$ cat src/rtl/core/ritter_bounding_sphere_top_macros.svh
// Assertion macros shared by the bounding sphere RTL.
// Needs signals named clock and reset in the including scope.
`ifndef RITTER_BOUNDING_SPHERE_TOP_MACROS_SVH
`define RITTER_BOUNDING_SPHERE_TOP_MACROS_SVH

// Consequent must hold in the same cycle as the antecedent.
`define RBS_ASSERT_NOW(lbl, ante, cons, msg) \
   lbl: assert property (@(posedge clock) disable iff (reset) (ante) |-> (cons)) \
      else $error(msg);

// Consequent must hold in the cycle after the antecedent.
`define RBS_ASSERT_NEXT(lbl, ante, cons, msg) \
   lbl: assert property (@(posedge clock) disable iff (reset) (ante) |=> (cons)) \
      else $error(msg);

`endif

$ cat src/rtl/core/rbs_pkg.sv
// Shared types, constants and helpers of the bounding sphere block.
// No dependencies; used by the controller, the datapath and the top level.
`timescale 1ns / 1ps

package rbs_pkg;

   localparam int MAX_POINTS_DEF = 1024;
   localparam int COORD_W        = 32;
   localparam int RAD_W          = 33;
   localparam int SQ_W           = 66;

   typedef logic [2:0][COORD_W-1:0] vec_type;

   typedef enum logic [3:0] {
      OP_NOP,
      OP_LOAD,
      OP_DIST,
      OP_SPAN_PICK,
      OP_CENTER,
      OP_R2_SET,
      OP_R_SET,
      OP_READ,
      OP_PLATCH,
      OP_SQRT,
      OP_BOX_UPD,
      OP_GROW_R,
      OP_RSQ,
      OP_PREP,
      OP_MULK,
      OP_DIV
   } op_type;

   // Operations that only fit in a second code space.
   typedef enum logic [1:0] {
      XOP_NONE,
      XOP_CUPD,
      XOP_EMIT
   } xop_type;

   typedef enum logic [1:0] {
      SRC_SPAN,
      SRC_R2,
      SRC_BOX,
      SRC_RIT
   } src_type;

   typedef struct packed {
      op_type     op;
      xop_type    xop;
      src_type    src;
      logic [1:0] axis;
      logic       first;
      logic       dropped;
   } cmd_type;

   typedef struct packed {
      logic busy;
      logic dist_done;
      logic sqrt_done;
      logic div_done;
      logic gt;
   } stat_type;

   localparam cmd_type CMD_IDLE = '{op: OP_NOP, xop: XOP_NONE, src: SRC_SPAN,
                                    axis: 2'd0, first: 1'b0, dropped: 1'b0};

   // Signed midpoint, truncated toward zero.
   function automatic logic [COORD_W-1:0] half_sum(input logic [COORD_W-1:0] a,
                                                   input logic [COORD_W-1:0] b);
      logic [COORD_W:0] s;
      s = {a[COORD_W-1], a} + {b[COORD_W-1], b};
      s = s + {{COORD_W{1'b0}}, s[COORD_W]};
      return s[COORD_W:1];
   endfunction

endpackage

$ cat src/rtl/core/rbs_ctrl.sv
// Sequencer of the bounding sphere block: point intake, second pass, result.
// Depends on rbs_pkg; drives the datapath through cmd_type and reads stat_type.
`timescale 1ns / 1ps

module rbs_ctrl
   import rbs_pkg::*;
#(
   parameter int MAX_POINTS = MAX_POINTS_DEF,
   parameter int AW         = (MAX_POINTS > 1) ? $clog2(MAX_POINTS) : 1
) (
   input  logic          clock,
   input  logic          reset,
   input  logic          req_tvalid,
   output logic          req_tready,
   input  logic          req_tlast,
   output logic          rsp_tvalid,
   input  logic          rsp_tready,
   output logic          take,
   output cmd_type       cmd,
   output logic [AW-1:0] addr,
   input  stat_type      stat
);

   localparam int CW = $clog2(MAX_POINTS + 1);
   localparam logic [CW-1:0] MAX_CNT = CW'(MAX_POINTS);
   localparam logic [CW-1:0] CNT_ONE = CW'(1);

   typedef enum logic [4:0] {
      ST_IDLE, ST_SPAN_GO, ST_SPAN_WAIT, ST_CENTER, ST_R2_GO, ST_R2_WAIT,
      ST_R_WAIT, ST_READ, ST_PLATCH, ST_BOX_GO, ST_BOX_WAIT, ST_BOX_SQRT,
      ST_RIT_GO, ST_RIT_WAIT, ST_GROW_SQRT, ST_RSQ, ST_PREP, ST_MULK,
      ST_DIV_GO, ST_DIV_WAIT, ST_NEXT, ST_EMIT, ST_FIN
   } state_type;

   state_type     state_ff;
   cmd_type       cmd_ff;
   logic [AW-1:0] addr_ff;
   logic [CW-1:0] count_ff;
   logic [CW-1:0] idx_ff;
   logic [1:0]    ax_ff;
   logic          drop_ff;
   logic          rsp_valid_ff;

   assign req_tready = (state_ff == ST_IDLE);
   assign take       = req_tready && req_tvalid;
   assign cmd        = cmd_ff;
   assign addr       = addr_ff;
   assign rsp_tvalid = rsp_valid_ff;

   always_ff @(posedge clock) begin
      if (reset) begin
         state_ff     <= ST_IDLE;
         cmd_ff       <= CMD_IDLE;
         addr_ff      <= '0;
         count_ff     <= '0;
         idx_ff       <= '0;
         ax_ff        <= 2'd0;
         drop_ff      <= 1'b0;
         rsp_valid_ff <= 1'b0;
      end else begin
         cmd_ff <= CMD_IDLE;
         if (rsp_valid_ff && rsp_tready) begin
            rsp_valid_ff <= 1'b0;
         end
         case (state_ff)
            ST_IDLE: begin
               if (req_tvalid) begin
                  if (count_ff < MAX_CNT) begin
                     cmd_ff.op    <= OP_LOAD;
                     cmd_ff.first <= (count_ff == '0);
                     addr_ff      <= count_ff[AW-1:0];
                     count_ff     <= count_ff + CNT_ONE;
                  end else begin
                     drop_ff <= 1'b1;
                  end
                  if (req_tlast) begin
                     ax_ff    <= 2'd0;
                     state_ff <= ST_SPAN_GO;
                  end
               end
            end
            ST_SPAN_GO: begin
               cmd_ff.op   <= OP_DIST;
               cmd_ff.src  <= SRC_SPAN;
               cmd_ff.axis <= ax_ff;
               state_ff    <= ST_SPAN_WAIT;
            end
            ST_SPAN_WAIT: begin
               if (stat.dist_done) begin
                  cmd_ff.op   <= OP_SPAN_PICK;
                  cmd_ff.axis <= ax_ff;
                  if (ax_ff == 2'd2) begin
                     state_ff <= ST_CENTER;
                  end else begin
                     ax_ff    <= ax_ff + 2'd1;
                     state_ff <= ST_SPAN_GO;
                  end
               end
            end
            ST_CENTER: begin
               cmd_ff.op <= OP_CENTER;
               state_ff  <= ST_R2_GO;
            end
            ST_R2_GO: begin
               cmd_ff.op  <= OP_DIST;
               cmd_ff.src <= SRC_R2;
               state_ff   <= ST_R2_WAIT;
            end
            ST_R2_WAIT: begin
               if (stat.dist_done) begin
                  cmd_ff.op <= OP_R2_SET;
                  state_ff  <= ST_R_WAIT;
               end
            end
            ST_R_WAIT: begin
               if (stat.sqrt_done) begin
                  cmd_ff.op <= OP_R_SET;
                  idx_ff    <= '0;
                  state_ff  <= ST_READ;
               end
            end
            ST_READ: begin
               cmd_ff.op <= OP_READ;
               addr_ff   <= idx_ff[AW-1:0];
               state_ff  <= ST_PLATCH;
            end
            ST_PLATCH: begin
               cmd_ff.op <= OP_PLATCH;
               state_ff  <= ST_BOX_GO;
            end
            ST_BOX_GO: begin
               cmd_ff.op  <= OP_DIST;
               cmd_ff.src <= SRC_BOX;
               state_ff   <= ST_BOX_WAIT;
            end
            ST_BOX_WAIT: begin
               if (stat.dist_done) begin
                  cmd_ff.op <= OP_SQRT;
                  state_ff  <= ST_BOX_SQRT;
               end
            end
            ST_BOX_SQRT: begin
               if (stat.sqrt_done) begin
                  cmd_ff.op <= OP_BOX_UPD;
                  state_ff  <= ST_RIT_GO;
               end
            end
            ST_RIT_GO: begin
               cmd_ff.op  <= OP_DIST;
               cmd_ff.src <= SRC_RIT;
               state_ff   <= ST_RIT_WAIT;
            end
            ST_RIT_WAIT: begin
               if (stat.dist_done) begin
                  if (stat.gt) begin
                     cmd_ff.op <= OP_SQRT;
                     state_ff  <= ST_GROW_SQRT;
                  end else begin
                     state_ff <= ST_NEXT;
                  end
               end
            end
            ST_GROW_SQRT: begin
               if (stat.sqrt_done) begin
                  cmd_ff.op <= OP_GROW_R;
                  state_ff  <= ST_RSQ;
               end
            end
            ST_RSQ: begin
               cmd_ff.op <= OP_RSQ;
               ax_ff     <= 2'd0;
               state_ff  <= ST_PREP;
            end
            ST_PREP: begin
               cmd_ff.op   <= OP_PREP;
               cmd_ff.axis <= ax_ff;
               state_ff    <= ST_MULK;
            end
            ST_MULK: begin
               cmd_ff.op <= OP_MULK;
               state_ff  <= ST_DIV_GO;
            end
            ST_DIV_GO: begin
               cmd_ff.op <= OP_DIV;
               state_ff  <= ST_DIV_WAIT;
            end
            ST_DIV_WAIT: begin
               if (stat.div_done) begin
                  cmd_ff.xop  <= XOP_CUPD;
                  cmd_ff.axis <= ax_ff;
                  if (ax_ff == 2'd2) begin
                     state_ff <= ST_NEXT;
                  end else begin
                     ax_ff    <= ax_ff + 2'd1;
                     state_ff <= ST_PREP;
                  end
               end
            end
            ST_NEXT: begin
               if ((idx_ff + CNT_ONE) == count_ff) begin
                  state_ff <= ST_EMIT;
               end else begin
                  idx_ff   <= idx_ff + CNT_ONE;
                  state_ff <= ST_READ;
               end
            end
            ST_EMIT: begin
               if (!rsp_valid_ff || rsp_tready) begin
                  cmd_ff.xop     <= XOP_EMIT;
                  cmd_ff.dropped <= drop_ff;
                  state_ff       <= ST_FIN;
               end
            end
            ST_FIN: begin
               rsp_valid_ff <= 1'b1;
               count_ff     <= '0;
               drop_ff      <= 1'b0;
               state_ff     <= ST_IDLE;
            end
            default: begin
               state_ff <= ST_IDLE;
            end
         endcase
      end
   end

endmodule

$ cat config.mk
export PLATFORM = sky130hd
export DESIGN_NAME = rbs_ctrl
export DESIGN_NICKNAME = d
export VERILOG_FILES = /design/src/rtl/core/ritter_bounding_sphere_top_macros.svh /design/src/rtl/core/rbs_pkg.sv /design/src/rtl/core/rbs_ctrl.sv
export SDC_FILE = /design/constraint.sdc
export NUM_CORES = 1
export LEC_CHECK = 0
export BUFFER_PORTS_ARGS = -buffer_cell sky130_fd_sc_hd__buf_4
export CAP_MARGIN = 10
export CORE_AREA = 4 4 108 110
export DETAILED_ROUTE_END_ITERATION = 6
export DIE_AREA = 0 0 112 114
export GPL_TIMING_DRIVEN = 0
export PLACE_DENSITY = 0.47
export SLEW_MARGIN = 10
export SYNTH_ARGS = -nofsm -noshare
export SYNTH_HDL_FRONTEND = slang
export SYNTH_SLANG_ARGS = --single-unit
$ cat constraint.sdc
create_clock -name clock -period 2.7 [get_ports clock]
set_input_delay 0.54 -clock clock [delete_from_list [all_inputs] [get_ports clock]]
set_output_delay 0.54 -clock clock [all_outputs]
set_load 0.01 [all_outputs]
; ---- Yosys cells after proc, flatten, opt, wreduce, memory -nomap -nowiden
; Index checks and enable logic that the tools add are counted.
; W data, S select, Z words.
[op_classes]
bitwise = 5
n_addsub = 3
n_mux = 54
magnitude_cmp = 1
n_reduce_logical = 21
n_eq_ne = 38
[op_table]
columns = operator, n
row1 = $pmux W5 S22, 1
row2 = $mux W5, 13
row3 = $pmux W4 S16, 1
row4 = $mux W11, 4
row5 = $pmux W11 S2, 2
row6 = $eq A5 B4 Y1 const B, 8
row7 = $eq A5 B5 Y1 const B, 7
row8 = $ne A2 B2 Y1 const B, 12
row9 = $add A11 B1 Y11 const B, 2
row10 = $eq A5 B3 Y1 const B, 4
row11 = $mux W10, 2
row12 = $mux W2, 10
row13 = $mux W4, 5
row14 = $pmux W10 S2, 1
row15 = $pmux W2 S3, 2
row16 = $reduce_and A3 Y1, 4
row17 = $eq A11 B11 Y1, 1
row18 = $logic_not A11 Y1, 1
row19 = $lt A11 B11 Y1 const B, 1
row20 = $reduce_and A11 Y1, 1
row21 = $eq A5 B2 Y1 const B, 2
row22 = $mux W3, 3
row23 = $pmux W2 S4, 1
row24 = $reduce_bool A2 Y1, 4
row25 = 17 further kinds, 30
[word_totals]
register_bits = 53
wordCells = 135
input_bits = 10
out_inout_bits = 25

; ---- Logic depth before layout (Yosys ltp)
[logic_depth]
depth_word = 4
depth_mapped = 10
depth_no_buf = 8

; ---- Worst setup path before layout
; OpenSTA, ideal clock, no wires.
[synth_timing]
path_type = register to register
from = reg idx_ff[0]
to = reg idx_ff[7]
arrival_ns = 2.126
setup_ns = 0.127
synth_period_minus_slack_ns = 2.253
path_buffers = 1
stages_incl_launch_ff = 10
required_ns = 2.573
setup_slack_ns = 0.447
path_cell_list = dfxtp_1 ha_1 and3_1 nor4b_2 a31oi_1 o32a_2 a211oi_4 buf_6 nor4b_1 or3_1
[synth_via]
elab_chain_cells = 4
elab_cells_between_ends = 6
cone_classes = add/sub (1) / eq/ne (2) / mux (2) / reduce/logical (1)
[synth_rtl]
columns = element, line
row1 = from (decl), rbs_ctrl.sv:39  ; logic [CW-1:0] idx_ff;
row2 = from (signal assigned), rbs_ctrl.sv:203  ; idx_ff <= idx_ff + CNT_ONE;
row3 = $add A11 B1 Y11 (*), "rbs_ctrl.sv:200, rbs_ctrl.sv:203"
row4 = $eq A11 B11 Y1, rbs_ctrl.sv:200  ; if ((idx_ff + CNT_ONE) == count_ff) begin
row5 = $ne A2 B2 Y1 (no line), -
row6 = $reduce_and A3 Y1 (no line), -
; Mark *: on every way between the ends. The rest lies on a longest branch, timed or not. The select of a mux whose other input is x is not followed.
; A chain may end at the register's enable or synchronous reset.

; ---- Worst setup path in the final report
[layout_timing]
from = reg idx_ff[1]
to = reg idx_ff[7]
; Same word-level chain as after synthesis.

==> flow_summary.json <==
{
  "gp_congestion": 0.935,
  "p_total_mw": 2.51,
  "syn2layout_area_growth_pct": 17.1,
  "cts_tree": "yes",
  "netlist.area_leader.share": 0.335,
  "first_iter_violations": 207,
  "clk_pin_slew_ns": 0.10,
  "routed_via_density": 5.28,
  "internal_power_mw": 1.55,
  "power_density_mw_per_mm2": 675,
  "initial_core_util": 0.296,
  "clockPowerShare": 0.230,
  "avgRoutedWirePerCell_um": 16.1,
  "ys_warn_count": 0,
  "diodes": 0,
  "yosys_most_used_dff": "dfxtp_1",
  "post_cts_buffers": 0,
  "die_area_mm2": 0.0128,
  "die_height_um": 114,
  "top_usage_layer": "met2",
  "totalWireLength_mm": 9.31,
  "async_reset_ff_frac": 0,
  "crit_cells": 9,
  "syn_avg_cell_area_um2": 7.93,
  "coreArea_mm2": 0.0107,
  "grt_overflow": 0,
  "fmax_ghz": 0.403,
  "groute.layer.met1.usage": 0.202,
  "rr_endpoint": "idx_ff[7]$_SDFFE_PP0P_",
  "drtAntennaViolNets": 0,
  "power_switching_mw": 0.960,
  "pin_count": 35,
  "cts_sinks": 53,
  "cts_hold_buf": 0,
  "synthTopCellsByArea": "dfxtp_1 (33%), nor2_1 (6.2%), a21oi_1 (4.4%)",
  "grt_usage": 0.149,
  "grtUsageMet3": 0.0239,
  "startpoint": "idx_ff[1]$_SDFFE_PP0P_",
  "cts.path.max_buffers": 2,
  "antenna_found_initial": 0,
  "dp_hpwl_mm": 6.81,
  "maxCapViolations": 0,
  "power_switching_share": 0.383,
  "start_kind": "register",
  "cts_max_level": 2,
  "cp-end-kind": "register",
  "root_buffer": "clkbuf_8",
  "pwr-share-seq": 0.355,
  "synthCells": 400,
  "slew_violations": 0,
  "rows": 38,
  "arrival_ns": 2.68,
  "ys_seq_elements": 53,
  "crit_chain": "ha_4, nand3_1, or2_1, xnor2_1, nand4_1, a211oi_4, buf_6, nor4b_1, or3_1",
  "period_share": 0.920,
  "r2r_setup_slack_ns": 0.22,
  "num-nets-final": 452,
  "cts_buffers": 5,
  "ir_worst_vdd_mv": 0.274,
  "grt_pass1_wl_mm": 15.4,
  "synth_cell_types": 65,
  "die-width_um": 112,
  "hp-class": "register to register",
  "drc_errors": 0,
  "finalWorstPathRequiredPeriod_ns": 2.48,
  "postCtsResizedCells": 0,
  "dr.pass1.iters": 4,
  "max_stage_delay_ns": 0.47,
  "grt_pass1_vias": 2955,
  "rsz0062_at_grt": "false",
  "p_leak_nw": 1.43,
  "synth_edf_count": 0,
  "timing.rr.start": "idx_ff[1]$_SDFFE_PP0P_",
  "syn_area_mm2": 0.00317,
  "setup_viol": 0,
  "crit_buf_inv": 1,
  "crit_end": "idx_ff[7]$_SDFFE_PP0P_",
  "cpLargestDelayFamily": "simple AND/OR/NAND/NOR gates",
  "crit_fanout": 10,
  "outcome": "finished clean",
  "use_met2": 0.243,
  "tightestPinTransition_ns": 0.661,
  "grt_max_degree": 16,
  "finalClockSkew_ns": 0.00976,
  "portBuffers": 31,
  "critPathKind": "register to register",
  "drive_gt1_frac": 0.144,
  "yosysTopAreaCell": "dfxtp_1",
  "slew_headroom": 0.556,
  "tns_ns": 0,
  "reg2reg_depth": 9,
  "cp_slowest_cell": "dfxtp_1",
  "insertion_delay_ns": 0.32,
  "num_vias": 3055,
  "fillerInstances": 1169,
  "combPwrFrac": 0.415,
  "seq_area_frac_synth": 0.335,
  "synth_fp_nets": 414,
  "worstPathRequired_ns": 2.90,
  "hold_viol_final": 0
}
[cells in the final DEF (no fill, tap or decap), types with 4 or more instances in the layout]
| cell | synthesis | routed |
|---|---|---|
| a211oi_1 | 12 | 12 |
| nand2_1 | 30 | 30 |
| nand3_1 | 13 | 13 |
| and3_1 | 6 | 6 |
| or4_1 | 5 | 5 |
| buf_4 | 1 | 32 |
| inv_1 | 11 | 11 |
| a31oi_1 | 7 | 7 |
| buf_2 | 6 | 6 |
| and2_1 | 4 | 4 |
| nor4_1 | 6 | 6 |
| xnor2_1 | 13 | 13 |
| or3_1 | 9 | 9 |
| nor2_1 | 52 | 52 |
| o21ai_0 | 17 | 17 |
| xor2_1 | 8 | 8 |
| clkbuf_1 | 22 | 23 |
| dfxtp_1 | 53 | 52 |
| o211ai_1 | 9 | 9 |
| nand4_1 | 8 | 8 |
| a21oi_1 | 28 | 28 |
| mux2i_1 | 12 | 12 |
| clkbuf_8 | 0 | 6 |
| nor3_1 | 4 | 4 |
[cells in the mapped netlist, types with 2 or more instances]
| cell type | n |
|---|---|
| a211oi_1 | 12 |
| nand4b_1 | 2 |
| a31oi_1 | 7 |
| or4_1 | 5 |
| mux2i_1 | 12 |
| a21o_1 | 2 |
| xor2_1 | 8 |
| or4b_1 | 2 |
| xnor2_1 | 13 |
| ha_1 | 4 |
| dfxtp_1 | 53 |
| o21ai_0 | 17 |
| nand2b_1 | 3 |
| o22ai_1 | 3 |
| nand3_2 | 3 |
| nor2_1 | 52 |
| nor4b_2 | 2 |
| inv_1 | 11 |
| o211a_1 | 2 |
| nand3_1 | 13 |
| nand4_1 | 8 |
| and3_1 | 6 |
| nor4b_1 | 2 |
| a22oi_1 | 2 |
| nor3_1 | 4 |
| nor2b_1 | 3 |
| and2_1 | 4 |
| a32oi_1 | 2 |
| o311ai_0 | 3 |
| nor4_1 | 6 |
| buf_2 | 6 |
| o211ai_1 | 9 |
| o21a_1 | 2 |
| clkbuf_1 | 22 |
| nand2_1 | 30 |
| or3_1 | 9 |
| a21oi_1 | 28 |
[kinds of logic after synthesis]
family | count (synthesis) | share of synthesized area
AND/OR/NAND/NOR | 160 | 0.264
buffers and inverters | 45 | 0.0631
XOR/XNOR | 22 | 0.0631
adder cells (fa/ha/maj) | 4 | 0.0158
AO/OA/AOI/OAI | 103 | 0.218
flip-flops | 53 | 0.335
multiplexers | 13 | 0.0414
[power groups by stage]
stage	registers [mW]	clock network, mW	logic, mW
2_1_floorplan	0.918	0	0.712
3_3_place_gp	0.910	0	1.03
3_5_place_dp	0.910	0	1.03
4_1_cts	0.891	0.597	1.04
5_1_grt	0.900	0.630	1.15
6_report	0.891	0.576	1.04
[worst min path at each step]
stage | from | slack [ns] | endpoint | cells past startpoint
after floorplan | drop_ff$_SDFFE_PP0P_ | 0.43 | drop_ff$_SDFFE_PP0P_ | 2
after global placement | drop_ff$_SDFFE_PP0P_ | 0.44 | drop_ff$_SDFFE_PP0P_ | 2
after detailed placement | drop_ff$_SDFFE_PP0P_ | 0.44 | cmd[0]$_SDFF_PP0_ | 1
after CTS | stat[1] | 0.47 | cmd[6]$_SDFF_PP0_ | 3
after global routing | stat[1] | 0.48 | cmd[6]$_SDFF_PP0_ | 3
final | drop_ff$_SDFFE_PP0P_ | 0.47 | drop_ff$_SDFFE_PP0P_ | 2
[registers in the layout, indices dropped and copies added (netlist names)]
| signal | cells |
|---|---|
| state_ff | 5 |
| idx_ff | 11 |
| rsp_tvalid | 1 |
| drop_ff | 1 |
| count_ff | 11 |
| addr | 10 |
| cmd | 12 |
| ax_ff | 2 |
[final cells by class]
class | count | area, um2 | area share
clock inverters | 1 | 30.0 | 0.00808
well taps | 140 | 175 | 0.0472
flip-flops and latches | 53 | 1060 | 0.286
plain buffers | 33 | 155 | 0.0418
inverters | 12 | 45.0 | 0.0121
repair buffers | 31 | 233 | 0.0626
clock buffers | 7 | 86.3 | 0.0232
multi-input cells | 302 | 1930 | 0.519
[layer usage]
metal,vias up,wire (um),part of all wire
met1,1431,4440,0.48
li1,1524,-,-
met3,14,463,0.050
met4,0,165,0.018
met2,86,4240,0.46
met5,-,0,0
[per-stage QoR]
stage,instances,utilization,hold WS (ns),worst slack (ns),cell area [um2]
6_report,579,0.347,0.467,0.217,3710
5_1_grt,579,0.347,0.475,0.0311,3710
4_1_cts,579,0.345,0.471,0.0466,3700
3_5_place_dp,571,0.335,0.443,0.102,3580
3_3_place_gp,571,0.335,0.439,0.0677,3580
2_1_floorplan,400,-,0.429,0.447,3170
[worst reg2reg max path, delay by kind of cell (launching register included)]
family / cells / cell delay, ns
and+or+nand+nor: 5 / 1.03
DFF: 1 / 0.47
buffers and inverters: 1 / 0.19
xor gates and xnor gates: 1 / 0.17
AOI/OAI and AO/OA: 1 / 0.29
adders and majority gates: 1 / 0.22
(Power assumes the default switching activity.)
